### config.mk
export PLATFORM = sky130hd
export DESIGN_NAME = prnt_queue
export DESIGN_NICKNAME = d
export VERILOG_FILES = /design/src/rtl/core/prnt_pkg.sv /design/src/rtl/core/prnt_queue.sv
export SDC_FILE = /design/constraint.sdc
export NUM_CORES = 1
export LEC_CHECK = 0
export ABC_AREA = 1
export BUFFER_PORTS_ARGS = -buffer_cell sky130_fd_sc_hd__buf_2
export CAP_MARGIN = 20
export CORE_ASPECT_RATIO = 1.5
export CORE_UTILIZATION = 57
export CTS_CLUSTER_DIAMETER = 30
export DETAILED_ROUTE_END_ITERATION = 16
export GPL_TIMING_DRIVEN = 0
export PLACE_DENSITY_LB_ADDON = 0.25
export SLEW_MARGIN = 20
export SYNTH_ARGS = -nofsm -noshare
export SYNTH_HDL_FRONTEND = slang
export SYNTH_SLANG_ARGS = --single-unit
### constraint.sdc
create_clock -name clk -period 2.65 [get_ports clk]
set_input_delay 0.265 -clock clk [delete_from_list [all_inputs] [get_ports clk]]
set_output_delay 0.265 -clock clk [all_outputs]
set_load 0.03 [all_outputs]
### src/rtl/core/prnt_pkg.sv
`default_nettype none
// ----------------------------------------------------------------------------
// prnt_pkg
// Shared widths, status codes and transaction types of the packet
// reassembly tracker.
// ----------------------------------------------------------------------------
package prnt_pkg;

  localparam int MAX_PACKETS_DEF   = 4096;
  localparam int NACK_MAX_DEF      = 32;
  localparam int PAYLOAD_BYTES_DEF = 1016;

  localparam int SEQ_W     = 12;
  localparam int FS_W      = 22;
  localparam int OFF_W     = 22;
  localparam int LEN_W     = 10;
  localparam int PLEN_W    = 16;   // full payload length, up to 65535
  localparam int PROD_W    = SEQ_W + PLEN_W;
  localparam int STATUS_W  = 3;
  localparam int BYTES_W   = 23;
  localparam int NUM_W     = 23;   // file_size + payload - 1
  localparam int ROW_BITS  = 32;
  localparam int FOUND_W   = 6;
  localparam int RESULT_CAP = 32;

  localparam int QUEUE_DEPTH = 4;
  localparam int QPTR_W      = 2;
  localparam int QCNT_W      = 3;

  localparam logic [FS_W-1:0]    FILE_SIZE_RST = 22'd1;
  localparam logic [BYTES_W-1:0] BYTES_SAT     = 23'h7F_FFFF;

  localparam logic [STATUS_W-1:0] ST_ACCEPTED  = 3'd0;
  localparam logic [STATUS_W-1:0] ST_DUPLICATE = 3'd1;
  localparam logic [STATUS_W-1:0] ST_OUT_RANGE = 3'd2;
  localparam logic [STATUS_W-1:0] ST_MISSING   = 3'd3;
  localparam logic [STATUS_W-1:0] ST_NONE_MISS = 3'd4;
  localparam logic [STATUS_W-1:0] ST_CLOSED    = 3'd5;

  localparam logic REQ_PACKET  = 1'b0;
  localparam logic REQ_TIMEOUT = 1'b1;

  // classified transaction waiting for the back end
  typedef struct packed {
    logic              req_type;
    logic [SEQ_W-1:0]  seq;
    logic              in_range;
    logic [OFF_W-1:0]  off;
    logic [PLEN_W-1:0] len;
  } prnt_entry_t;

  typedef struct packed {
    logic                strobe;
    logic [STATUS_W-1:0] status;
    logic [OFF_W-1:0]    write_offset;
    logic [LEN_W-1:0]    write_length;
    logic                transfer_done;
    logic [SEQ_W-1:0]    missing_seq;
    logic                last;
  } prnt_result_t;

endpackage
`default_nettype wire

### src/rtl/core/prnt_queue.sv
`default_nettype none
// ----------------------------------------------------------------------------
// prnt_queue
// Short FIFO of classified transactions between front and back end.
// ----------------------------------------------------------------------------
module prnt_queue (
  input  wire logic                        clk,
  input  wire logic                        rst_n,
  input  wire logic                        push,
  input  wire prnt_pkg::prnt_entry_t       din,
  input  wire logic                        pop,
  output prnt_pkg::prnt_entry_t            dout,
  output logic                             empty,
  output logic [prnt_pkg::QCNT_W-1:0]      count
);
  import prnt_pkg::*;

  prnt_entry_t       slot_r [QUEUE_DEPTH];
  logic [QPTR_W-1:0] wp_r,  wp_nxt;
  logic [QPTR_W-1:0] rp_r,  rp_nxt;
  logic [QCNT_W-1:0] cnt_r, cnt_nxt;
  logic              do_pop;

  assign do_pop = pop && (cnt_r != '0);

  always_comb begin
    wp_nxt  = push   ? wp_r + 1'b1 : wp_r;
    rp_nxt  = do_pop ? rp_r + 1'b1 : rp_r;
    cnt_nxt = cnt_r;
    if (push && !do_pop) begin
      cnt_nxt = cnt_r + 1'b1;
    end else if (!push && do_pop) begin
      cnt_nxt = cnt_r - 1'b1;
    end
  end

  always_ff @(posedge clk) begin
    if (!rst_n) begin
      wp_r  <= '0;
      rp_r  <= '0;
      cnt_r <= '0;
    end else begin
      wp_r  <= wp_nxt;
      rp_r  <= rp_nxt;
      cnt_r <= cnt_nxt;
    end
  end

  always_ff @(posedge clk) begin
    if (push) begin
      slot_r[wp_r] <= din;
    end
  end

  assign dout  = slot_r[rp_r];
  assign empty = (cnt_r == '0);
  assign count = cnt_r;

endmodule
`default_nettype wire

## Word-level counts from Yosys, hierarchy flattened

Memories as Yosys holds them, arrays and structs flattened. A register that Yosys moved wholly into a read port is not among the register bits.
Cells that the tools add are included.

| cells by class | value |
|---|---|
| reductions and logical operators | 8 |
| muxes and demuxes | 6 |
| add/subtract/negate cells | 4 |

Operators with widths:

| cell | count |
|---|---|
| 3-bit two-way mux | 2 |
| 2-bit by 1-bit adder with 2-bit output, second input constant | 2 |
| 2-bit two-way mux | 2 |
| 3-bit by 1-bit adder with 3-bit output, second input constant | 1 |
| 1-bit logical AND | 3 |
| 3-bit zero test | 1 |
| 3-bit nonzero test | 1 |
| 3-bit by 1-bit subtractor with 3-bit output, second input constant | 1 |
| 1-bit zero test | 2 |
| 1-bit two-way mux | 2 |
| 2-bit nonzero test | 1 |

| word-level totals | value |
|---|---|
| word-level logic and storage cells | 22 |
| bits of input ports | 56 |
| flip-flop bits (word level) | 7 |
| RAM bits | 208 |
| memories kept | 1 |
| output and inout port bits | 56 |

Memory list:

| name | depth | bits a word | rd ports | clocked after Yosys merged registers in | write ports | RTL line | text |
|---|---|---|---|---|---|---|---|
| slot_r | 4 | 52 | 1 | 1 | 1 | prnt_queue.sv:18 | `prnt_entry_t slot_r [QUEUE_DEPTH];` |

## Logic depth before layout (Yosys ltp)

Gate-level depths: netlist of run 1.

| depth | value |
|---|---|
| word-level depth | 5 |
| mapped depth | 12 |
| mapped depth without buffers | 12 |

## Worst setup path after synthesis of run 1

No wires, ideal clock.

| timing | value |
|---|---|
| kind | register -> register |
| start | reg wp_r[0] |
| end | mem slot_r[2][0] in the netlist's numbering (enable) |
| cell stages (with the launch flop) | 5 |
| data arrival time | 1604 ps |
| setup slack | 640 ps |
| data required time | 2244 ps |
| period minus slack after synthesis | 2010 ps |
| path buffers | 0 |
| library setup time | 406 ps |
| cell sequence | dfxtp_1 inv_1 ha_1 nand2_1 inv_1 |

RTL lines:

| element | RTL line | text |
|---|---|---|
| from (decl) | prnt_queue.sv:19 | `logic [QPTR_W-1:0] wp_r, wp_nxt;` |
| from (signal assigned) | prnt_queue.sv:43 | `wp_r <= wp_nxt;` |
| to (decl) | prnt_queue.sv:18 |  |

No word-level cell before the write port.

==> results of run 1 <==
==> registers in the layout, indices dropped and copies added (netlist names), named ones only <==
signal  count
wp_r        2
count       3
slot_r    208
rp_r        2
==> layout by cell type, fill, tap and decap left out, types with 3 or more instances in the layout <==
master,synthesis,layout
a21oi_1,5,5
buf_12,5,5
buf_16,0,4
buf_2,11,122
buf_6,3,3
bufinv_16,0,4
clkbuf_1,12,11
clkbuf_16,0,31
clkinv_2,1,3
clkinvlp_4,0,4
dfxtp_1,9,9
dlygate4sd3_1,0,53
edfxtp_1,208,208
ha_1,5,5
inv_1,15,11
inv_4,0,4
inv_6,0,7
inv_8,0,5
nand2_1,15,15
nand3_1,3,3
nor2_1,70,70
nor2_4,38,38
o21ai_0,93,93
o21ai_1,14,14
o22ai_1,14,14
o22ai_2,38,38
==> through the flow <==
| step | power [mW] | cells |
|---|---|---|
| after detailed placement | 7.11 | 879 |
| after floorplan | 6.21 | 565 |
| after global placement | 7.01 | 875 |
| after CTS | 11.4 | 988 |
| after global routing | 11.7 | 988 |
| final | 11.3 | 988 |
==> cell type report <==
cell class | count | area share [%]
buffer | 32 | 2.15
clock buffer | 31 | 6.88
clock inverter | 25 | 2.83
inverter | 17 | 0.666
multi-input combinational | 299 | 17.6
sequential | 217 | 57.0
tap | 199 | 2.21
timing repair buffer | 168 | 10.6
==> critical path, delay by kind of cell (launching register included) <==
kind                   cells  cell delay, ns
AOI/OAI and AO/OA          2            0.44
buffers and inverters      2            0.66
DFF                        1            0.58
==> cell families after synthesis <==
group / after synthesis
flip-flops: 217
AO/OA/AOI/OAI: 164
XOR/XNOR: 1
adder cells (fa/ha/maj): 6
AND/OR/NAND/NOR: 128
buffers and inverters: 49
==> per-layer routing <==
layer  track usage, %  routed length, um  vias to the layer above
met5                0                  0                        -
met4             10.7                427                        0
met3             4.05               1140                       37
met2             45.6              10500                      213
met1             28.1               7160                     2717
li1                 -                  -                     2523
==> report_power, final <==
group / internal, mW / total [mW] / leakage (nW) / switching (mW)
Sequential: 3.94 / 4.03 / 1.98 / 0.0841
Combinational: 0.965 / 3.09 / 1.54 / 2.12
Clock: 2.61 / 4.20 / 0.527 / 1.60
==> how the worst max path moves through the flow <==
stage	startpoint	to	slack (ns)
6_report	register	dout[41]	0.16
5_1_grt	register	dout[39]	0.11
4_1_cts	register	dout[33]	0.12
3_5_place_dp	register	dout[33]	0.74
3_3_place_gp	wp_r[0]$_SDFFE_PN0P_	slot_r[0][1]$_DFFE_PP_	-0.22
2_1_floorplan	wp_r[0]$_SDFFE_PN0P_	slot_r[2][0]$_DFFE_PP_	0.64
==> repair_timing <==
action                     in CTS  in global routing
hold endpoints to repair      209                  0
hold buffers                   53                  0
setup endpoints to repair       0                  1
gates resized for setup         0                  2
==> results.tsv, run 1 <==
metric	value	unit
status	finished, final reports clean	
multiplexer share of the synthesized area	0	%
fraction of layout cells with a size suffix above 1	35.0	%
fmax	402	MHz
CP peak stage delay	0.58	ns
core area	15000	um2
utilization after layout	75.1	%
Antenna Cells	0	
routed vias	5490	
worst path cell trace	clkbuf_1 -> o21ai_0 -> o22ai_2 -> buf_2	
io pins	112	
Clock Tree Root	clkbuf_16	
final setup TNS	0	ns
cells after synthesis	565	
Detail Placement HPWL	11000	um
synth unique cells	23	
worst-margin pin slew	0.552	ns
Power Density	1000	nW/um2
Die X-Extent	103	um
min-delay src	pop	
Max transition margin	63.2	%
Simple-Gate Fraction of Synth Area	8.88	%
Yosys warning count	0	
PortBufs	111	
Syn Area/Cell	15.4	um2
final setup violation count	0	
Post-synth EDFFs	208	
Hold WS	0.0862	ns
sinks on the clock net	217	
CP required	2.38	ns
Reg area	6430	um2
Final Hold Fails	0	
Synth top cells by count	edfxtp_1, o21ai_0, nor2_1	
layout overhead on the synthesized area	29.2	%
# fillers	935	
critical path class	reg -> out	
Max Fanout on Critical Path	10	
hold crit path type	in -> reg	
Die H	154	um
Setup Fix Bufs, Post-CTS	0	
max-slew violation count	0	
main flop type after synthesis	edfxtp_1	
GRT Overall Usage	25.0	%
top-count cell post-synth	edfxtp_1	
Via density	5.56	
LEAKAGE	4.05	nW
Final Worst Setup Slack	0.162	ns
worst skew pair latency	0.53	ns
crit path launch type	register	
number of global-route vias before repair	5964	
Max-Cap Viols	0	
Place WS	0.742	ns
unrepaired setup endpoints after global routing	false	
ANT nets after route	0	
Yosys reg bits	217	
async set or reset register ratio after synthesis	0	%
first-pass GRT wire length	29500	um
final worst path period need	2.49	ns
DRC	0	
clock buffer depth	3	
WL final	19300	um
CTS clk-pin slew, worst paths	0.06	ns
Synth top area share	71.6	%
RR Startpoint	count[0]$_SDFFE_PN0P_	
# rows	55	
post-synthesis compound-gate area fraction	12.9	%
global route overflow	0	
WL per Instance	19.5	um
Multi-input gate area	1990	um2
Register-to-Register Path Depth	12	
Worst IR Drop VDD	0.000763	V
Tcrit/Tclk final	93.9	%
Synth Area in Adders	0.947	%
CTS tree	done	
Post-Syn Nets	627	
Area contributors post-synth	edfxtp_1, o22ai_2, o21ai_0, nor2_4, nor2_1	
worst clock skew	0.00868	ns
routability cong.	0.767	
initial core utilization	58.1	%
Seq/Total Area, Yosys	73.7	%
slowest CP cell	dfxtp_1	
die area	15800	um2
Pre-antenna DRT Iters	5	
largest family of logic cells by synthesized area	compound AO/OA/AOI/OAI gates	
Placed Area	9650	um2
XOR/XNOR Fraction of Synth Area	0.100	%
area leader, netlist	edfxtp_1	
CP arrival	2.22	ns
Mapped Area	8720	um2
Critical R2R Capture	count[2]$_SDFFE_PN0P_	
initial antenna violation count	0	
largest net degree at the start of global routing	47	
Setup crit end kind	output port	
post-route cell area	11300	um2
Layout Nets	827	
Initial DRC Count	350	
r2r setup slk	0.77	ns
total CTS buffers	30	
Min-Delay Path Depth	3	
H-tree levels	1	
No activity file was read; power rests on OpenSTA's default activity.
==> run 2, diff against run 1 <==
- RECOVER_POWER: default -> 25
==> run 2 against run 1 <==
  * Cell count stayed put
  * Combinational power hardly changed
  * Worst setup slack better by 0.014 ns
  * Clock-buffer cell count stayed put
  * Flip-flop and latch count stayed put
  * Register-to-register slack hardly changed
  * Critical path depth stayed put
  * Highest routed layer unchanged
==> results.tsv, run 2 (synthesis gave the netlist of run 1 again) <==
metric	value	unit	change
Via density	5.57		+0.33%
clock buffer depth	3		unchanged
ANT nets after route	0		unchanged
H-tree levels	1		unchanged
worst path cell trace	clkbuf_1 -> o21ai_0 -> o22ai_2 -> buf_2		
core area	15000	um2	unchanged
Power Density	1010	nW/um2	+0.31%
Detail Placement HPWL	11000	um	unchanged
first-pass GRT wire length	29500	um	unchanged
Initial DRC Count	353		+0.86%
Reg area	6430	um2	unchanged
LEAKAGE	3.96	nW	-2.2%
final setup TNS	0	ns	unchanged
Layout Nets	827		unchanged
# fillers	949		+1.5%
Clock Tree Root	clkbuf_16		
WL final	19200	um	about the same
initial core utilization	58.1	%	unchanged
Antenna Cells	0		unchanged
DRC	0		unchanged
GRT Overall Usage	25.0	%	unchanged
cell family with most CP delay	buffers and inverters		
routability cong.	0.767		unchanged
global route overflow	0		unchanged
Die H	154	um	unchanged
worst skew pair latency	0.53	ns	about the same
max-slew violation count	0		unchanged
slowest CP cell	dfxtp_1		
status	finished, final reports clean		
CP arrival	2.21	ns	about the same
CP required	2.38	ns	about the same
largest net degree at the start of global routing	47		unchanged
routed vias	5508		+0.33%
initial antenna violation count	0		unchanged
Setup Fix Bufs, Post-CTS	0		unchanged
final worst path period need	2.47	ns	-0.0136 ns
Hold WS	0.0809	ns	-0.00538 ns
utilization after layout	74.9	%	-0.27 points
io pins	112		unchanged
unrepaired setup endpoints after global routing	false		
CTS tree	done		
total CTS buffers	30		unchanged
# rows	55		unchanged
fmax	404	MHz	+0.55%
critical path class	reg -> out		
hold crit path type	in -> reg		
die area	15800	um2	unchanged
fraction of layout cells with a size suffix above 1	30.9	%	-4.1 points
Worst IR Drop VDD	0.000793	V	+4.0%
Die X-Extent	103	um	unchanged
Max Fanout on Critical Path	10		unchanged
commonest non-fill, non-tap cell in the layout	edfxtp_1		
Max transition margin	63.4	%	+0.22 points
CP peak stage delay	0.58	ns	about the same
Multi-input gate area	1990	um2	unchanged
layout overhead on the synthesized area	28.8	%	
worst-margin pin slew	0.548	ns	-0.00336 ns
CP bufs+invs	2		unchanged
Pre-antenna DRT Iters	7		+2
register with the most flip-flops	slot_r		
PortBufs	111		unchanged
WL per Instance	19.5	um	about the same
CTS clk-pin slew, worst paths	0.06	ns	about the same
commonest cells after routing, fill and taps aside	edfxtp_1, o21ai_0, buf_2, nor2_1, dlygate4sd3_1		
Setup crit end kind	output port		
crit path launch type	register		
Tcrit/Tclk final	93.4	%	-0.51 points
number of global-route vias before repair	5964		unchanged
Max-Cap Viols	0		unchanged
sinks on the clock net	217		unchanged
Final Hold Fails	0		unchanged
final setup violation count	0		unchanged
worst clock skew	0.00818	ns	-0.000502 ns
Largest register FFs	208		unchanged
run 2: cell type report:
| class | instances | area share (%) |
|---|---|---|
| Sequential cell | 217 | 57.2 |
| Multi-Input combinational cell | 299 | 17.7 |
| Timing Repair Buffer | 168 | 10.3 |
| Clock buffer | 31 | 6.91 |
| Clock inverter | 25 | 2.84 |
| Tap cell | 199 | 2.22 |
| Buffer | 32 | 2.16 |
| Inverter | 17 | 0.668 |
run 2: path summary, 6_finish.rpt:
| path | start | to | slack, ns | depth (start not counted) |
|---|---|---|---|---|
| worst max register to register | count[0]$_SDFFE_PN0P_ | count[2]$_SDFFE_PN0P_ | 0.78 | 12 |
| worst min register to register | rp_r[0]$_SDFFE_PN0P_ | rp_r[0]$_SDFFE_PN0P_ | 0.53 | 2 |
| worst min-delay path | pop | rp_r[0]$_SDFFE_PN0P_ | 0.08 | 3 |
| worst max-delay path | register | dout[39] | 0.18 | 4 |
run 2: layer usage:
metal / global-route usage, % / share of wire [%] / vias to the layer above
li1: - / - / 2519
met1: 28.1 / 37 / 2702
met2: 45.6 / 54 / 247
met3: 4.05 / 6.5 / 40
met4: 10.7 / 2.4 / 0
met5: 0 / 0 / -
run 2: worst register-to-register path, delay by kind of cell, from the launching register on:
kind / cells / cell delay, ns
AND/OR/NAND/NOR: 8 / 0.68
buffers and inverters: 2 / 0.14
adder cells (fa/ha/maj): 2 / 0.57
flip-flops: 1 / 0.36
run 2: where the power goes:
part | switching [mW] | internal [mW]
logic | 2.13 | 0.959
clock network | 1.60 | 2.61
registers | 0.0847 | 3.94
total | 3.81 | 7.51
run 2: per-stage QoR:
stage	power (mW)	instance area (um2)	cells	setup slack (ns)
floorplan	6.21	8720	565	0.640
global placement	7.01	9530	875	-0.223
detailed placement	7.11	9650	879	0.742
CTS	11.4	11300	988	0.122
global route	11.7	11200	988	0.110
finish	11.3	11200	988	0.176
run 2: timing repair:
item / CTS / global route
resized for setup: 0 / 2
endpoints found under the hold margin: 209 / 0
setup endpoints to repair: 0 / 1
hold buffers: 53 / 0
==> run 3, diff against run 2 <==
- CORE_UTILIZATION: 57 -> 60
- CTS_BUF_LIST: default -> sky130_fd_sc_hd__clkbuf_8
- REMOVE_ABC_BUFFERS: default -> 1
==> run 3 against run 2 <==
  * Power fell by 12%
  * Critical endpoint is now dout[6]
  * Utilization rose by 1.5 points
  * Clock-buffer cell count rose by 4
  * Routed wire length fell by 3.5%
  * Largest power group is now sequential cells
  * Via count fell by 2.3%
  * Sequential share of layout area rose by 2.4 points
  * Fmax rose by 2.2%
  * Hold slack got worse by 0.040 ns
  * Die area fell by 4.9%
  * Non-clock buffer count fell by 21
  * Combinational power barely moved
  * Flip-flop and latch count did not move
==> results.tsv, run 3 (synthesis gave the netlist of run 1 again) <==
metric	value	unit	change
status	finished, final reports clean		
register with the most flip-flops	slot_r		
DRC	0		unchanged
Critical R2R Capture	count[1]$_SDFFE_PN0P_		
Via density	5.60		+0.50%
Max transition margin	79.1	%	+16 points
worst path cell trace	buf_16 -> clkinv_16 -> buf_16 -> o21ai_0 -> o22ai_2 -> buf_2		
Combinational Power Share	30.6	%	+3.3 points
core area	14100	um2	-5.8%
RR Startpoint	count[0]$_SDFFE_PN0P_		
Detail Placement HPWL	9610	um	-13%
Tcrit/Tclk final	91.4	%	-2.0 points
die area	15000	um2	-4.9%
switching portion of total power	33.9	%	+0.27 points
io pins	112		unchanged
critical path class	reg -> out		
CTS clk-pin slew, worst paths	0.06	ns	about the same
# rows	53		-3.6%
sinks on the clock net	217		unchanged
internal power	6.60	mW	-12%
total power	9.98	mW	-12%
Largest register FFs	208		unchanged
Clock Tree Root	clkbuf_8		
clock share of power	28.9	%	-8.3 points
initial core utilization	61.8	%	+3.6 points
r2r setup slk	0.79	ns	about the same
Sequential Power Share	40.5	%	+4.9 points
commonest non-fill, non-tap cell in the layout	edfxtp_1		
slowest CP cell	dfxtp_4		
crit path launch type	register		
Initial DRC Count	257		-27%
Power Density	925	nW/um2	-8.2%
worst skew pair latency	0.54	ns	about the same
PortBufs	111		unchanged
initial antenna violation count	0		unchanged
CP arrival	2.16	ns	-0.05 ns
final setup TNS	0	ns	unchanged
WL final	18600	um	-3.5%
worst clock skew	0.0197	ns	+0.0115 ns
Max-Cap Viols	0		unchanged
first-pass GRT wire length	28000	um	-4.9%
max-slew violation count	0		unchanged
LEAKAGE	3.76	nW	-5.2%
Final Worst Setup Slack	0.229	ns	+0.0528 ns
GRT Overall Usage	24.8	%	-0.23 points
final worst path period need	2.42	ns	-0.0528 ns
layout overhead on the synthesized area	23.7	%	
grt peak-use layer	met2		
WL per Instance	19.3	um	-0.80%
Setup crit end kind	output port		
clock buffer depth	3		unchanged
ANT nets after route	0		unchanged
CTS tree	done		
Die H	150	um	-2.5%
M3 GR Usage	3.88	%	-0.17 points
Layout Nets	807		-2.4%
commonest cells after routing, fill and taps aside	edfxtp_1, o21ai_0, buf_2, nor2_1, dlygate4sd3_1		
# fillers	867		-8.6%
met2 Use GR	46.6	%	+0.96 points
Register-to-Register Path Depth	8		-4
Max Fanout on Critical Path	52		+42
largest net degree at the start of global routing	54		+15%
Place WS	0.131	ns	-0.610 ns
GR Layer Usage met1	28.3	%	+0.20 points
global route overflow	0		unchanged
Pre-antenna DRT Iters	5		-2
Worst setup endpoint	dout[6]		
H-tree levels	1		unchanged
unrepaired setup endpoints after global routing	false		
hold crit path type	in -> reg		
Placed Cells	843		-4.1%
fmax	413	MHz	+2.2%
routed vias	5384		-2.3%
Cell Count, Final, Fillers Out	961		-2.7%
final setup violation count	0		unchanged
utilization after layout	76.4	%	+1.5 points
Final Hold Fails	0		unchanged
CP peak stage delay	0.40	ns	-0.18 ns
number of global-route vias before repair	5752		-3.6%
CP most frequent cell	buf_16		
CP required	2.38	ns	about the same
routability cong.	0.672		-12%
cell family with most CP delay	buffers and inverters		
Worst IR Drop VDD	0.000728	V	-8.2%
fraction of layout cells with a size suffix above 1	29.2	%	-1.8 points
NetSw	3.38	mW	-11%
total CTS buffers	31		+3.3%
Die X-Extent	100	um	-2.5%
WP depth	6		+2
Min-Delay Path Depth	3		unchanged
worst-margin pin slew	0.313	ns	-0.235 ns
CP bufs+invs	4		+2
run 3: worst min-delay path by stage:
stage	from	end	slack [ns]
3_5_place_dp	din[8]	slot_r[3][8]$_DFFE_PP_	0.48
5_1_grt	pop	register	0.04
3_3_place_gp	din[33]	slot_r[3][33]$_DFFE_PP_	0.47
2_1_floorplan	din[0]	slot_r[0][0]$_DFFE_PP_	0.36
6_report	pop	register	0.04
4_1_cts	pop	register	0.02
run 3: tightest hold or removal path: stages:
cell	delay, ns
buf_2	0.12
nand3_1	0.08
a21oi_1	0.08
run 3: power by group through the flow:
stage | Clock [mW] | Sequential, mW | Combinational, mW
2_1_floorplan | 0 | 4.22 | 1.83
3_3_place_gp | 0 | 4.26 | 2.50
5_1_grt | 3.06 | 4.05 | 3.27
6_report | 2.88 | 4.04 | 3.06
4_1_cts | 2.92 | 4.07 | 2.94
3_5_place_dp | 0 | 4.18 | 2.69
run 3: layout make-up:
| type | instances | area [um2] | share of cell area [%] |
|---|---|---|---|
| clock buffers | 35 | 482 | 4.46 |
| flip-flops and latches | 217 | 6430 | 59.6 |
| clock inverters | 21 | 221 | 2.05 |
| inverters | 17 | 108 | 0.997 |
| repair buffers | 179 | 1320 | 12.2 |
| diodes | 1 | 2.50 | 0.0232 |
| multi-input cells | 299 | 1990 | 18.4 |
| well taps | 192 | 240 | 2.23 |
run 3: stage by stage:
stage / hold slack [ns] / cell area (um2)
after floorplan: 0.364 / 8480
after global placement: 0.474 / 9280
after detailed placement: 0.481 / 9450
after CTS: 0.0160 / 10800
after global routing: 0.0412 / 10800
final: 0.0410 / 10800
run 3: per-layer routing:
metal | share of wire, % | vias up
met5 | 0 | -
met4 | 1.4 | 0
met3 | 5.1 | 24
met2 | 56 | 175
met1 | 38 | 2708
li1 | - | 2477
run 3: timing repair:
item | CTS | global route
gates resized for setup | 5 | 3
setup buffers | 2 | 4
endpoints found under the hold margin | 211 | 0
pin swaps | 0 | 0
gates cloned | 1 | 1
hold buffers | 53 | 0
setup endpoints to repair | 52 | 14
