`config.mk`:
```
export PLATFORM = sky130hd
export DESIGN_NAME = prnt_front
export DESIGN_NICKNAME = d
export VERILOG_FILES = /design/src/rtl/core/prnt_pkg.sv /design/src/rtl/core/prnt_front.sv
export SDC_FILE = /design/constraint.sdc
export NUM_CORES = 1
export LEC_CHECK = 0
export ABC_AREA = 1
export BUFFER_PORTS_ARGS = -buffer_cell sky130_fd_sc_hd__buf_2
export CAP_MARGIN = 20
export CORE_UTILIZATION = 55
export DETAILED_ROUTE_END_ITERATION = 6
export GPL_ROUTABILITY_DRIVEN = 0
export PLACE_DENSITY = 0.81
export SETUP_SLACK_MARGIN = 0.1
export SYNTH_ARGS = -nofsm -noshare
export SYNTH_HDL_FRONTEND = slang
export SYNTH_SLANG_ARGS = --single-unit
```
`constraint.sdc`:
```
create_clock -name clk -period 5.7 [get_ports clk]
set_input_delay 0 -clock clk [delete_from_list [all_inputs] [get_ports clk]]
set_output_delay 0 -clock clk [all_outputs]
set_load 0.05 [all_outputs]
```
`src/rtl/core/prnt_pkg.sv`:
```
`default_nettype none
// ----------------------------------------------------------------------------
// prnt_pkg
// Shared widths, status codes and transaction types of the packet
// reassembly tracker.
// ----------------------------------------------------------------------------
package prnt_pkg;

  localparam int MAX_PACKETS_DEF   = 4096;
  localparam int NACK_MAX_DEF      = 32;
  localparam int PAYLOAD_BYTES_DEF = 1016;

  localparam int SEQ_W     = 12;
  localparam int FS_W      = 22;
  localparam int OFF_W     = 22;
  localparam int LEN_W     = 10;
  localparam int PLEN_W    = 16;   // full payload length, up to 65535
  localparam int PROD_W    = SEQ_W + PLEN_W;
  localparam int STATUS_W  = 3;
  localparam int BYTES_W   = 23;
  localparam int NUM_W     = 23;   // file_size + payload - 1
  localparam int ROW_BITS  = 32;
  localparam int FOUND_W   = 6;
  localparam int RESULT_CAP = 32;

  localparam int QUEUE_DEPTH = 4;
  localparam int QPTR_W      = 2;
  localparam int QCNT_W      = 3;

  localparam logic [FS_W-1:0]    FILE_SIZE_RST = 22'd1;
  localparam logic [BYTES_W-1:0] BYTES_SAT     = 23'h7F_FFFF;

  localparam logic [STATUS_W-1:0] ST_ACCEPTED  = 3'd0;
  localparam logic [STATUS_W-1:0] ST_DUPLICATE = 3'd1;
  localparam logic [STATUS_W-1:0] ST_OUT_RANGE = 3'd2;
  localparam logic [STATUS_W-1:0] ST_MISSING   = 3'd3;
  localparam logic [STATUS_W-1:0] ST_NONE_MISS = 3'd4;
  localparam logic [STATUS_W-1:0] ST_CLOSED    = 3'd5;

  localparam logic REQ_PACKET  = 1'b0;
  localparam logic REQ_TIMEOUT = 1'b1;

  // classified transaction waiting for the back end
  typedef struct packed {
    logic              req_type;
    logic [SEQ_W-1:0]  seq;
    logic              in_range;
    logic [OFF_W-1:0]  off;
    logic [PLEN_W-1:0] len;
  } prnt_entry_t;

  typedef struct packed {
    logic                strobe;
    logic [STATUS_W-1:0] status;
    logic [OFF_W-1:0]    write_offset;
    logic [LEN_W-1:0]    write_length;
    logic                transfer_done;
    logic [SEQ_W-1:0]    missing_seq;
    logic                last;
  } prnt_result_t;

endpackage
`default_nettype wire

```
`src/rtl/core/prnt_front.sv`:
```
`default_nettype none
// ----------------------------------------------------------------------------
// prnt_front
// Takes a transaction, forms the byte offset, then checks range and
// payload length and pushes the classified entry to the queue.
// ----------------------------------------------------------------------------
module prnt_front #(
  parameter int MAX_PACKETS   = prnt_pkg::MAX_PACKETS_DEF,
  parameter int PAYLOAD_BYTES = prnt_pkg::PAYLOAD_BYTES_DEF
) (
  input  wire logic                        clk,
  input  wire logic                        rst_n,
  input  wire logic                        accept,
  input  wire logic                        req_type,
  input  wire logic [prnt_pkg::SEQ_W-1:0]  seq_num,
  input  wire logic [prnt_pkg::FS_W-1:0]   file_size,
  output logic                             stage_valid,
  output logic                             push,
  output prnt_pkg::prnt_entry_t            entry
);
  import prnt_pkg::*;

  localparam logic [PLEN_W-1:0] PAY16 = PLEN_W'(PAYLOAD_BYTES);

  logic              f_v_r,    f_v_nxt;
  logic              f_type_r;
  logic [SEQ_W-1:0]  f_seq_r;
  logic [PROD_W-1:0] f_prod_r;
  logic [FS_W-1:0]   diff;

  assign f_v_nxt = accept;

  always_ff @(posedge clk) begin
    if (!rst_n) begin
      f_v_r <= 1'b0;
    end else begin
      f_v_r <= f_v_nxt;
    end
  end

  always_ff @(posedge clk) begin
    if (accept) begin
      f_type_r <= req_type;
      f_seq_r  <= seq_num;
      f_prod_r <= PROD_W'(seq_num) * PROD_W'(PAY16);
    end
  end

  assign diff = file_size - f_prod_r[FS_W-1:0];

  always_comb begin
    entry.req_type = f_type_r;
    entry.seq      = f_seq_r;
    // seq < ceil(file_size / payload) is the same as seq * payload < file_size
    entry.in_range = (f_prod_r < PROD_W'(file_size)) &&
                     (32'(f_seq_r) < 32'(MAX_PACKETS));
    entry.off      = f_prod_r[OFF_W-1:0];
    entry.len      = (diff > FS_W'(PAY16)) ? PAY16 : diff[PLEN_W-1:0];
  end

  assign push        = f_v_r;
  assign stage_valid = f_v_r;

endmodule
`default_nettype wire

```
# Word-level counts from Yosys, hierarchy flattened
# Index checks and enable logic that the tools add are counted.
[totals]
regBits = 33
input_bits = 38
elab_cells = 9
[op_classes]
add_sub_neg = 1
mul = 1
magnitude_cmp = 2
mux = 1
[ops]
columns = ["operator", "count"]
rows = [
  ["$gt 22x10->1 const B", 1],
  ["$lt 22x22->1", 1],
  ["$sub 22x22->22", 1],
  ["$mul 12x7->19 const B", 1],
  ["$mux 16", 1],
]

# Depth between registers and ports, before layout
# Gate-level depths: netlist of run 1.
[logic_depth]
depth_word = 3
ltp_mapped = 18
depth_no_buf = 18

# Least setup slack after synthesis of run 1
# Ideal clock, no wire load.
[synth_timing]
path_type = "input port to flip-flop"
from = "input port seq_num[0] (netlist bit)"
to = "register f_prod_r[20] (data pin)"
setup_time_ns = 0.258
arrival_ns = 3.352
t_required_ns = 5.442
path_slack_ns = 2.090
path_stages = 16
cell_sequence = "inv_1 -> fa_1 -> inv_1 -> fa_1 -> fa_1 -> inv_1 -> fa_1 -> inv_1 -> ha_1 -> nand2_1 -> nand2_1 -> a31oi_1 -> o21ai_0 -> nand3_1 -> nand2_1 -> xor2_1"
[synth_between]
elab_chain_cells = 1
[synth_rtl]
columns = ["item", "line", "source"]
rows = [
  ["start: declaration", "prnt_front.sv:15", "input wire logic [prnt_pkg::SEQ_W-1:0] seq_num,"],
  ["$mul 12x7->19", "prnt_front.sv:45", "f_prod_r <= PROD_W'(seq_num) * PROD_W'(PAY16);"],
  ["end signal: assignment", "prnt_front.sv:45", ""],
  ["end: declaration", "prnt_front.sv:28", "logic [PROD_W-1:0] f_prod_r;"],
]
# Every way passes these cells.
# A chain may end at the register's enable or synchronous reset.

# Worst setup path after layout of run 1
# Ends and elaborated chain as after synthesis.

==> summary.txt, run 1 <==
Yosys
  • Sequential area share after synthesis: 20.9%
  • Cells after Synth: 578
  • Syn avg cell area: 7.88 µm²
  • Post-synth EDFFs: 31
  • Netlist cell types: 35
  • FF+latch count, synth: 32
  • Synth warn: 0
  • Synth async-reset ratio: 0%
  • Main flop type after synthesis: edfxtp_1
  • Mapped cell area: 0.00456 mm²

GRT
  • Initial antenna violation count: 0
  • Met2 usage: 48.3%
  • Gr busiest metal: met2
  • GR Util All Layers: 24.7%
  • Largest net degree at the start of global routing: 33
  • Met3 Use GR: 2.03%
  • First-pass GRT wire length: 16.9 mm
  • Vias in the first global route: 4011
  • Met1 Usage GRT: 27.0%
  • GRT overflow: 0

Floorplanning
  • Die area: 0.00865 mm²
  • Row Count: 32
  • Die Wd: 93.0 µm
  • Initial Util: 57.8%
  • Top Ports: 92
  • Die Ht: 93.0 µm
  • Core area: 0.00789 mm²

STA
  • Endpoints failing setup: 0
  • F_max: 230 MHz
  • Crit share post-route: 76.2%
  • Slew @ Worst Pin: 0.721 ns
  • Slew margin rel.: 51.9%
  • Fin crit period: 4.34 ns
  • Max Slew Vio Count: 0
  • Final hold vios: 0
  • Total negative slack: 0 ns
  • RSZ-0062 raised after global routing: no

Power
  • Power density over the cells: 566 mW/mm²
  • Gate power share: 77.4%
  • Total power: 2960 µW
  • VDD IR max: 0.247 mV
  • Net Switching: 1650 µW
  • Internal power: 1300 µW
  • Switching share of power: 55.9%
  • Clk pwr share: 7.5%
  • Leak: 0.00292 µW
  • Seq pwr share: 15.1%

Cells and area
  • Area of the multi-input gates: 0.00301 mm²
  • ANT cells: 0
  • FILL cells: 661
  • Area growth syn-to-layout: 14.7%
  • Final core occ: 66.2%
  • Layout cells sized above 1: 17.6%
  • Register area: 951 µm²
  • Fin nets: 804

Hold path
  • Worst hold path class: primary input to flop

Clock tree
  • H-tree Lvls: 2
  • Sinks on Clock Net: 32
  • PostCTS Resize Cnt: 0
  • TritonCTS buffer count: 5
  • Post-CTS Setup Bufs: 0
  • Clock slew at reported path FFs: 0.08 ns
  • Clock tree buffer depth: 2
  • Root Driver: clkbuf_8
  • CTS tree: yes

Place
  • PortBufs: 82
  • HPWL after DPL: 8.59 mm

Setup path
  • Kind of critical path: primary input to flop
  • Max stage delay on crit path: 0.55 ns
  • Worst Path Buf+Inv: 6
  • Setup crit end kind: flop
  • Slowest-stage cell, CP: dlygate4sd3_1
  • CP Cell Sequence: dlygate4sd3_1 > buf_2 > inv_1 > fa_1 > inv_1 > fa_1 > fa_1 > inv_1 > fa_1 > inv_1 > ha_1 > nand2_1 > nand2_1 > a31oi_1 > o21ai_0 > nand3_1 > nand2_1 > xor2_1
  • Delay-heaviest family, CP: adder cells
  • Worst EP required: 5.74 ns
  • Crit path max fanout: 5
  • Startpoint types: primary input
  • Worst EP arrival: 4.38 ns

Outcome
  • Outcome: complete, no violations

Routing
  • Total number of vias: 3983
  • Drt via density: 5.15
  • Wire per inst: 13.1 µm
  • DRC errors left: 0
  • First DRT Iteration DRCs: 132
  • Final WL: 10.1 mm
  • DRT Pass-1 Iters: 5
  • ANT nets after route: 0

Job
  • Max-cap check violation count: 0
[flip-flops by register name, summed over array words and instances, names as in the netlist]
signal    cells
f_prod_r     18
f_seq_r      12
f_type_r      1
push          1
[timing repair]
action,CTS,global route
endpoints found under the hold margin,8,0
setup endpoints to repair,0,0
hold buffers,8,0
[cells in the mapped netlist, drive strengths merged, types with 3 or more instances]
master | n | share of area [%]
nand3b | 7 | 1.2
nand2 | 145 | 13
ha | 55 | 15
a21oi | 28 | 3.3
buf | 12 | 2.0
xnor2 | 6 | 1.2
and2 | 3 | 0.44
inv | 143 | 12
fa | 40 | 18
o21ai | 11 | 1.2
edfxtp | 31 | 20
nand4 | 16 | 2.2
xor2 | 13 | 2.5
nand3 | 25 | 3.2
nor2 | 32 | 3.5
[metal layers]
metal  part of all wire, %  vias to the layer above  routed length (µm)
met5                     0                        -                   0
met3                   3.8                       31                 385
met1                    40                     1850                4030
met4                   2.9                        0                 295
li1                      -                     1966                   -
met2                    53                      136                5410
[power groups by stage]
stage | Combinational, µW | Sequential (µW) | Clock (µW)
after floorplan | 1560 | 677 | 0
after global placement | 2180 | 448 | 0
after detailed placement | 2250 | 450 | 0
after CTS | 2270 | 445 | 225
after global routing | 2560 | 454 | 235
final | 2290 | 445 | 222
[logic make-up (layout without fill, tap and decap cells)]
group                    count (synthesis)  in the layout  synth area share, %
adder cells (fa/ha/maj)                 95             95                 32.7
AND/OR/NAND/NOR                        231            231                 23.5
XOR/XNOR                                19             19                 3.65
buffers and inverters                  155            241                 13.8
other                                    1              9               0.0823
flip-flops                              32             32                 20.9
AO/OA/AOI/OAI                           45             45                 5.49
[worst paths after layout]
| kind | from | end | slack, ns | cells after the start |
|---|---|---|---|---|
| worst max-delay path | seq_num[0] | f_prod_r[20] | 1.36 | 18 |
| worst min-delay path | seq_num[9] | f_seq_r[9] | 0.001 | 1 |
[layout by cell type (no fill, tap or decap), types with 5 or more instances in the layout]
cell type	synthesis	final
a21oi_1	25	25
buf_2	0	82
clkbuf_8	0	5
conb_1	1	9
dlygate4sd3_1	0	8
edfxtp_1	31	31
fa_1	40	40
ha_1	55	55
inv_1	141	141
nand2_1	133	133
nand2_2	12	12
nand3_1	21	21
nand3b_1	7	7
nand4_1	16	16
nor2_1	26	26
o21ai_0	9	9
xnor2_1	6	6
xor2_1	13	13
[metrics by stage]
step | hold slack (ns) | std cells | setup WS [ns] | cell area, µm²
global placement | 0.179 | 758 | 1.83 | 5030
detailed placement | 0.184 | 758 | 1.67 | 5030
global route | 0.0163 | 774 | 1.13 | 5230
finish | 0.00127 | 774 | 1.36 | 5230
CTS | 0.00895 | 774 | 1.42 | 5230
floorplan | 0.0935 | 586 | 2.09 | 4590
[cell type report]
type | instances | share of cell area (%)
Multi-Input combinational cell | 399 | 57.6
Sequential cell | 32 | 18.2
Inverter | 143 | 10.3
Timing Repair Buffer | 90 | 9.39
Tap cell | 102 | 2.44
Clock buffer | 5 | 1.32
Clock inverter | 3 | 0.814
(Power assumes the default switching activity.)
==> run 2: changes to the inputs <==
- ABC_AREA: 1 -> 0
- PLACE_DENSITY: 0.81 -> 0.82
- clock period: 5.7 -> 4.1 ns (I/O delays scaled with it)
==> summary.txt, run 2 <==
Clock tree
  • Post-CTS Setup Bufs: 0 (unchanged)
  • Root Driver: clkbuf_8
  • H-tree Lvls: 2 (unchanged)
  • Clock slew at reported path FFs: 0.07 ns (about the same)
  • Clock tree buffer depth: 2 (unchanged)
  • CTS tree: yes
  • Sinks on Clock Net: 32 (unchanged)
  • TritonCTS buffer count: 5 (unchanged)

Setup path
  • Setup crit end kind: flop
  • Startpoint types: primary input
  • Crit path max fanout: 5 (unchanged)
  • Worst EP required: 4.13 ns (-1.61 ns)
  • Worst EP arrival: 3.86 ns (-0.52 ns)
  • Kind of critical path: primary input to flop

Power
  • Leak: 0.00246 µW (-16%)
  • VDD IR max: 0.314 mV (+27%)
  • Power density over the cells: 810 mW/mm² (+43%)

Cells and area
  • Final core occ: 68.4% (+2.2 points)
  • Top Registers: f_prod_r (18), f_seq_r (12)
  • Commonest non-fill, non-tap cell in the layout: inv_1
  • Fin nets: 681 (-15%)
  • Commonest non-fill, non-tap cells in the layout: inv_1, buf_2, ha_1, fa_1, edfxtp_1
  • Top reg by flops: f_prod_r
  • Area growth syn-to-layout: 18.4%
  • ANT cells: 0 (unchanged)
  • Final cell count without fillers: 648 (-16%)
  • Layout cells sized above 1: 22.6% (+5.0 points)
  • Largest register FFs: 18 (unchanged)

Floorplanning
  • Die Wd: 89.8 µm (-3.5%)
  • Die Ht: 89.8 µm (-3.5%)
  • Core area: 0.00733 mm² (-7.1%)
  • Die area: 0.00806 mm² (-6.9%)
  • Initial Util: 57.8% (about the same)
  • Row Count: 31 (-3.1%)
  • Top Ports: 92 (unchanged)

Yosys
  • Cell with the most instances after synthesis: inv_1
  • Cells after Synth: 443 (-23%)
  • Synth warn: 0 (unchanged)
  • Mapped cell area: 0.00424 mm² (-7.0%)
  • Area leader, netlist: edfxtp_1
  • Synth top area share: 22.0% (+1.5 points)
  • Post-synth top cells: inv_1, ha_1, fa_1
  • FF+latch count, synth: 32 (unchanged)
  • Syn avg cell area: 9.56 µm² (+21%)
  • Netlist cell types: 59 (+69%)
  • Sequential area share after synthesis: 22.4% (+1.6 points)
  • Post-synth EDFFs: 31 (unchanged)
  • Synth top area cells: edfxtp_1, fa_1, ha_1, inv_1, xnor2_1
  • Main flop type after synthesis: edfxtp_1
  • Synth async-reset ratio: 0% (unchanged)

STA
  • Crit share post-route: 93.4%
  • Final hold vios: 0 (unchanged)
  • Max Slew Vio Count: 0 (unchanged)
  • RSZ-0062 raised after global routing: yes
  • Slew margin rel.: 54.6% (+2.7 points)
  • Min Hold Slack: 0.0107 ns (+0.00944 ns)
  • Endpoints failing setup: 0 (unchanged)
  • Fin crit period: 3.83 ns
  • Slew @ Worst Pin: 0.681 ns (-0.0406 ns)
  • Total negative slack: 0 ns (unchanged)
  • Worst Slack Setup Final: 0.271 ns (-1.09 ns)
  • F_max: 261 MHz

Place
  • PortBufs: 82 (unchanged)
  • HPWL after DPL: 7.23 mm (-16%)
  • Pre-CTS setup slack: -0.140 ns (-1.81 ns)
  • Cell count after placement: 636 (-16%)

GRT
  • Initial antenna violation count: 0 (unchanged)
  • First-pass GRT wire length: 15.1 mm (-11%)
  • Vias in the first global route: 3413 (-15%)
  • GRT overflow: 0 (unchanged)
  • Largest net degree at the start of global routing: 33 (unchanged)
  • GR Util All Layers: 22.8% (-1.9 points)

Routing
  • First DRT Iteration DRCs: 112 (-15%)
  • DRC errors left: 0 (unchanged)
  • Total number of vias: 3471 (-13%)
  • DRT Pass-1 Iters: 4 (-1)
  • Wire per inst: 13.8 µm (+5.8%)
  • Final WL: 8.96 mm (-11%)
  • ANT nets after route: 0 (unchanged)
  • Drt via density: 5.36 (+4.1%)

Outcome
  • Outcome: complete, no violations

Hold path
  • Worst hold path class: primary input to flop
  • Hold depth: 1 (unchanged)

Job
  • Max-cap check violation count: 0 (unchanged)
[run 2: cell types whose count changed after synthesis, sizes merged, moves of 8 or more]
cell   before  now
nand3      25    7
nand2     145   12
o21ai      11   21
xor2       13    5
xnor2       6   16
inv       143   92
nor2       32   22
[run 2: what timing repair did]
| item | 4_1_cts | 5_1_grt |
|---|---|---|
| hold buffers | 4 | 0 |
| endpoints found under the setup margin | 0 | 4 |
| hold endpoints to repair | 4 | 0 |
| resized for setup | 0 | 8 |
[run 2: kinds of logic after synthesis]
logic type                 synth area share [%]
xor gates and xnor gates                   4.34
buffers and inverters                      10.5
other                                    0.0885
DFF                                        22.4
muxes                                     0.502
and+or+nand+nor                            13.0
adders and majority gates                  35.1
AOI/OAI and AO/OA                          13.9
[run 2: layout make-up]
cell class                 instances  area (µm²)
fill                             556        2310
sequential                        32         951
multi-input combinational        314        2910
inverter                          92         345
clock inverter                     2        35.0
tap                               99         124
clock buffer                       6        72.6
timing repair buffer             103         581
[run 2: worst paths after layout]
| check | from | endpoint |
|---|---|---|
| worst min-delay path | seq_num[11] | f_seq_r[11] |
| worst max-delay path | seq_num[4] | f_prod_r[21] |
[run 2: through the flow]
| stage | instance area, µm² | total power, µW |
|---|---|---|
| after floorplan | 4270 | 2990 |
| after global placement | 4830 | 3570 |
| after detailed placement | 4830 | 3670 |
| after CTS | 4980 | 4010 |
| after global routing | 5020 | 4440 |
| final | 5020 | 4060 |
[run 2: worst max-delay path, cell delays in order]
cell	delay, ns
clkbuf_4	0.15
inv_1	0.06
fa_1	0.53
inv_1	0.05
ha_1	0.26
inv_1	0.05
fa_1	0.47
fa_1	0.51
inv_1	0.06
ha_4	0.24
buf_4	0.14
o21a_1	0.16
o31a_1	0.12
o41ai_2	0.33
o21ai_1	0.15
o21ai_1	0.19
o2111ai_1	0.13
a21oi_1	0.18
xnor2_1	0.09
[run 2: where the power goes]
group	internal, µW	leakage [µW]	switching (µW)
Combinational	1290	0.00209	1870
Sequential	564	0.000312	47.5
Clock	180	0.0000552	118
[run 2: routing by layer]
metal / GRT usage, % / part of all wire, %
met1: 27.4 / 42
met5: 0 / 0
met3: 2.54 / 4.7
met4: 8.06 / 2.5
met2: 42.2 / 51
==> run 3: changes to the inputs <==
- clock period: 4.1 -> 4.3 ns (I/O delays scaled with it)
==> summary.txt, run 3 (same netlist as run 2, synthesis figures left out) <==
GRT
  • Initial antenna violation count: 0 (unchanged)
  • GRT overflow: 0 (unchanged)
  • First-pass GRT wire length: 15.3 mm (+1.2%)
  • Largest net degree at the start of global routing: 33 (unchanged)
  • Vias in the first global route: 3510 (+2.8%)
  • GR Util All Layers: 23.1% (+0.26 points)

Floorplanning
  • Top Ports: 92 (unchanged)
  • Row Count: 31 (unchanged)
  • Die Ht: 89.8 µm (unchanged)
  • Core area: 0.00733 mm² (unchanged)
  • Die Wd: 89.8 µm (unchanged)
  • Initial Util: 57.8% (unchanged)
  • Die area: 0.00806 mm² (unchanged)

Setup path
  • Top cell by count, worst path: inv_1
  • Worst EP arrival: 4.11 ns (+0.25 ns)
  • Max stage delay on crit path: 0.54 ns (about the same)
  • Slowest-stage cell, CP: fa_1
  • Startpoint types: primary input
  • Kind of critical path: primary input to flop
  • Crit path max fanout: 4 (-1)
  • CP Cell Sequence: buf_2 > inv_1 > fa_1 > inv_1 > ha_1 > inv_1 > fa_1 > fa_1 > inv_1 > ha_1 > o21ai_0 > nor2_1 > or2_2 > o311ai_2 > a31oi_2 > a211o_1 > a21oi_1 > xnor2_1
  • Setup crit end kind: flop
  • Worst EP required: 4.33 ns (+0.20 ns)
  • Worst Setup SP: seq_num[3]
  • Delay-heaviest family, CP: adder cells
  • Worst Path Buf+Inv: 5 (-1)

STA
  • Slew margin rel.: 55.1% (+0.50 points)
  • F_max: 246 MHz
  • Max Slew Vio Count: 0 (unchanged)
  • Endpoints failing setup: 0 (unchanged)
  • Crit share post-route: 94.7%
  • Total negative slack: 0 ns (unchanged)
  • Final hold vios: 0 (unchanged)
  • Worst Slack Setup Final: 0.228 ns (-0.0424 ns)
  • Slew @ Worst Pin: 0.673 ns (-0.00752 ns)
  • RSZ-0062 raised after global routing: no
  • Fin crit period: 4.07 ns

Cells and area
  • Top reg by flops: f_prod_r
  • Top Registers: f_prod_r (18), f_seq_r (12)
  • Commonest non-fill, non-tap cells in the layout: inv_1, buf_2, ha_1, fa_1, edfxtp_1
  • ANT cells: 0 (unchanged)
  • FILL cells: 568 (+2.2%)
  • Area growth syn-to-layout: 17.0%
  • Largest register FFs: 18 (unchanged)
  • Commonest non-fill, non-tap cell in the layout: inv_1
  • Area of the multi-input gates: 0.00289 mm² (-0.65%)
  • Fin nets: 677 (-0.59%)
  • Layout cells sized above 1: 21.7% (-0.94 points)
  • Register area: 951 µm² (unchanged)

Clock tree
  • CTS tree: yes
  • Clock slew at reported path FFs: 0.07 ns (about the same)
  • Post-CTS Setup Bufs: 0 (unchanged)
  • Clock tree buffer depth: 2 (unchanged)
  • Sinks on Clock Net: 32 (unchanged)
  • Root Driver: clkbuf_8
  • H-tree Lvls: 2 (unchanged)
  • TritonCTS buffer count: 5 (unchanged)

Power
  • Power density over the cells: 779 mW/mm² (-3.8%)
  • Leak: 0.00244 µW (-0.85%)
  • VDD IR max: 0.377 mV (+20%)

Routing
  • DRC errors left: 0 (unchanged)
  • First DRT Iteration DRCs: 167 (+49%)
  • Final WL: 9.28 mm (+3.7%)
  • Drt via density: 5.51 (+2.9%)
  • Total number of vias: 3550 (+2.3%)
  • Wire per inst: 14.4 µm (+4.3%)
  • DRT Pass-1 Iters: 5 (+1)
  • ANT nets after route: 0 (unchanged)

Place
  • HPWL after DPL: 7.48 mm (+3.4%)
  • PortBufs: 82 (unchanged)
  • Pre-CTS setup slack: -0.123 ns (+0.0176 ns)

Hold path
  • Worst Hold Launch: seq_num[4]
  • Worst hold path class: primary input to flop

Job
  • Max-cap check violation count: 0 (unchanged)

Outcome
  • Outcome: complete, no violations
run 3: changes by cell type in the layout (fill, tap and decap cells not counted), moves of 2 or more:
cell | previous run | this run
buf_4 | 17 | 14
clkbuf_8 | 5 | 7
inv_1 | 90 | 92
inv_2 | 2 | 0
run 3: repair_timing:
| item | in CTS | in global routing |
|---|---|---|
| hold buffers | 3 | 0 |
| setup endpoints to repair | 0 | 3 |
| endpoints found under the hold margin | 3 | 0 |
| resized for setup | 0 | 4 |
run 3: metrics by stage:
| stage | total power (µW) | cells | hold slack, ns | util, % | instance area, µm² |
|---|---|---|---|---|---|
| final | 3860 | 644 | 0.000288 | 67.6 | 4960 |
| after global routing | 4180 | 644 | 0.0111 | 67.6 | 4960 |
| after CTS | 3780 | 644 | 0.000137 | 67.3 | 4930 |
| after detailed placement | 3480 | 633 | 0.179 | 65.5 | 4800 |
| after global placement | 3370 | 633 | 0.180 | 65.5 | 4800 |
| after floorplan | 2830 | 451 | 0.0989 | - | 4270 |
run 3: final timing paths:
path / end / slack [ns] / depth (start not counted)
max: f_prod_r[20] / 0.23 / 18
min: f_seq_r[4] / 0.0003 / 1
run 3: area by class of cell:
type                            instances  area share [%]
Inverter                               92            6.97
Tap cell                               99            2.50
Timing Repair Buffer                   99            11.0
Sequential cell                        32            19.2
Multi-Input combinational cell        314            58.3
Clock buffer                            8            2.02
run 3: power by group:
group | switching (µW) | internal, µW
sequential | 46.5 | 538
combinational | 1800 | 1210
clock | 116 | 146
total | 1960 | 1900
run 3: metal layers:
metal  wire (µm)  global-route usage, %
met5           0                      0
met4         287                   8.61
met3         499                   2.62
met2        4810                   43.3
met1        3680                   26.9
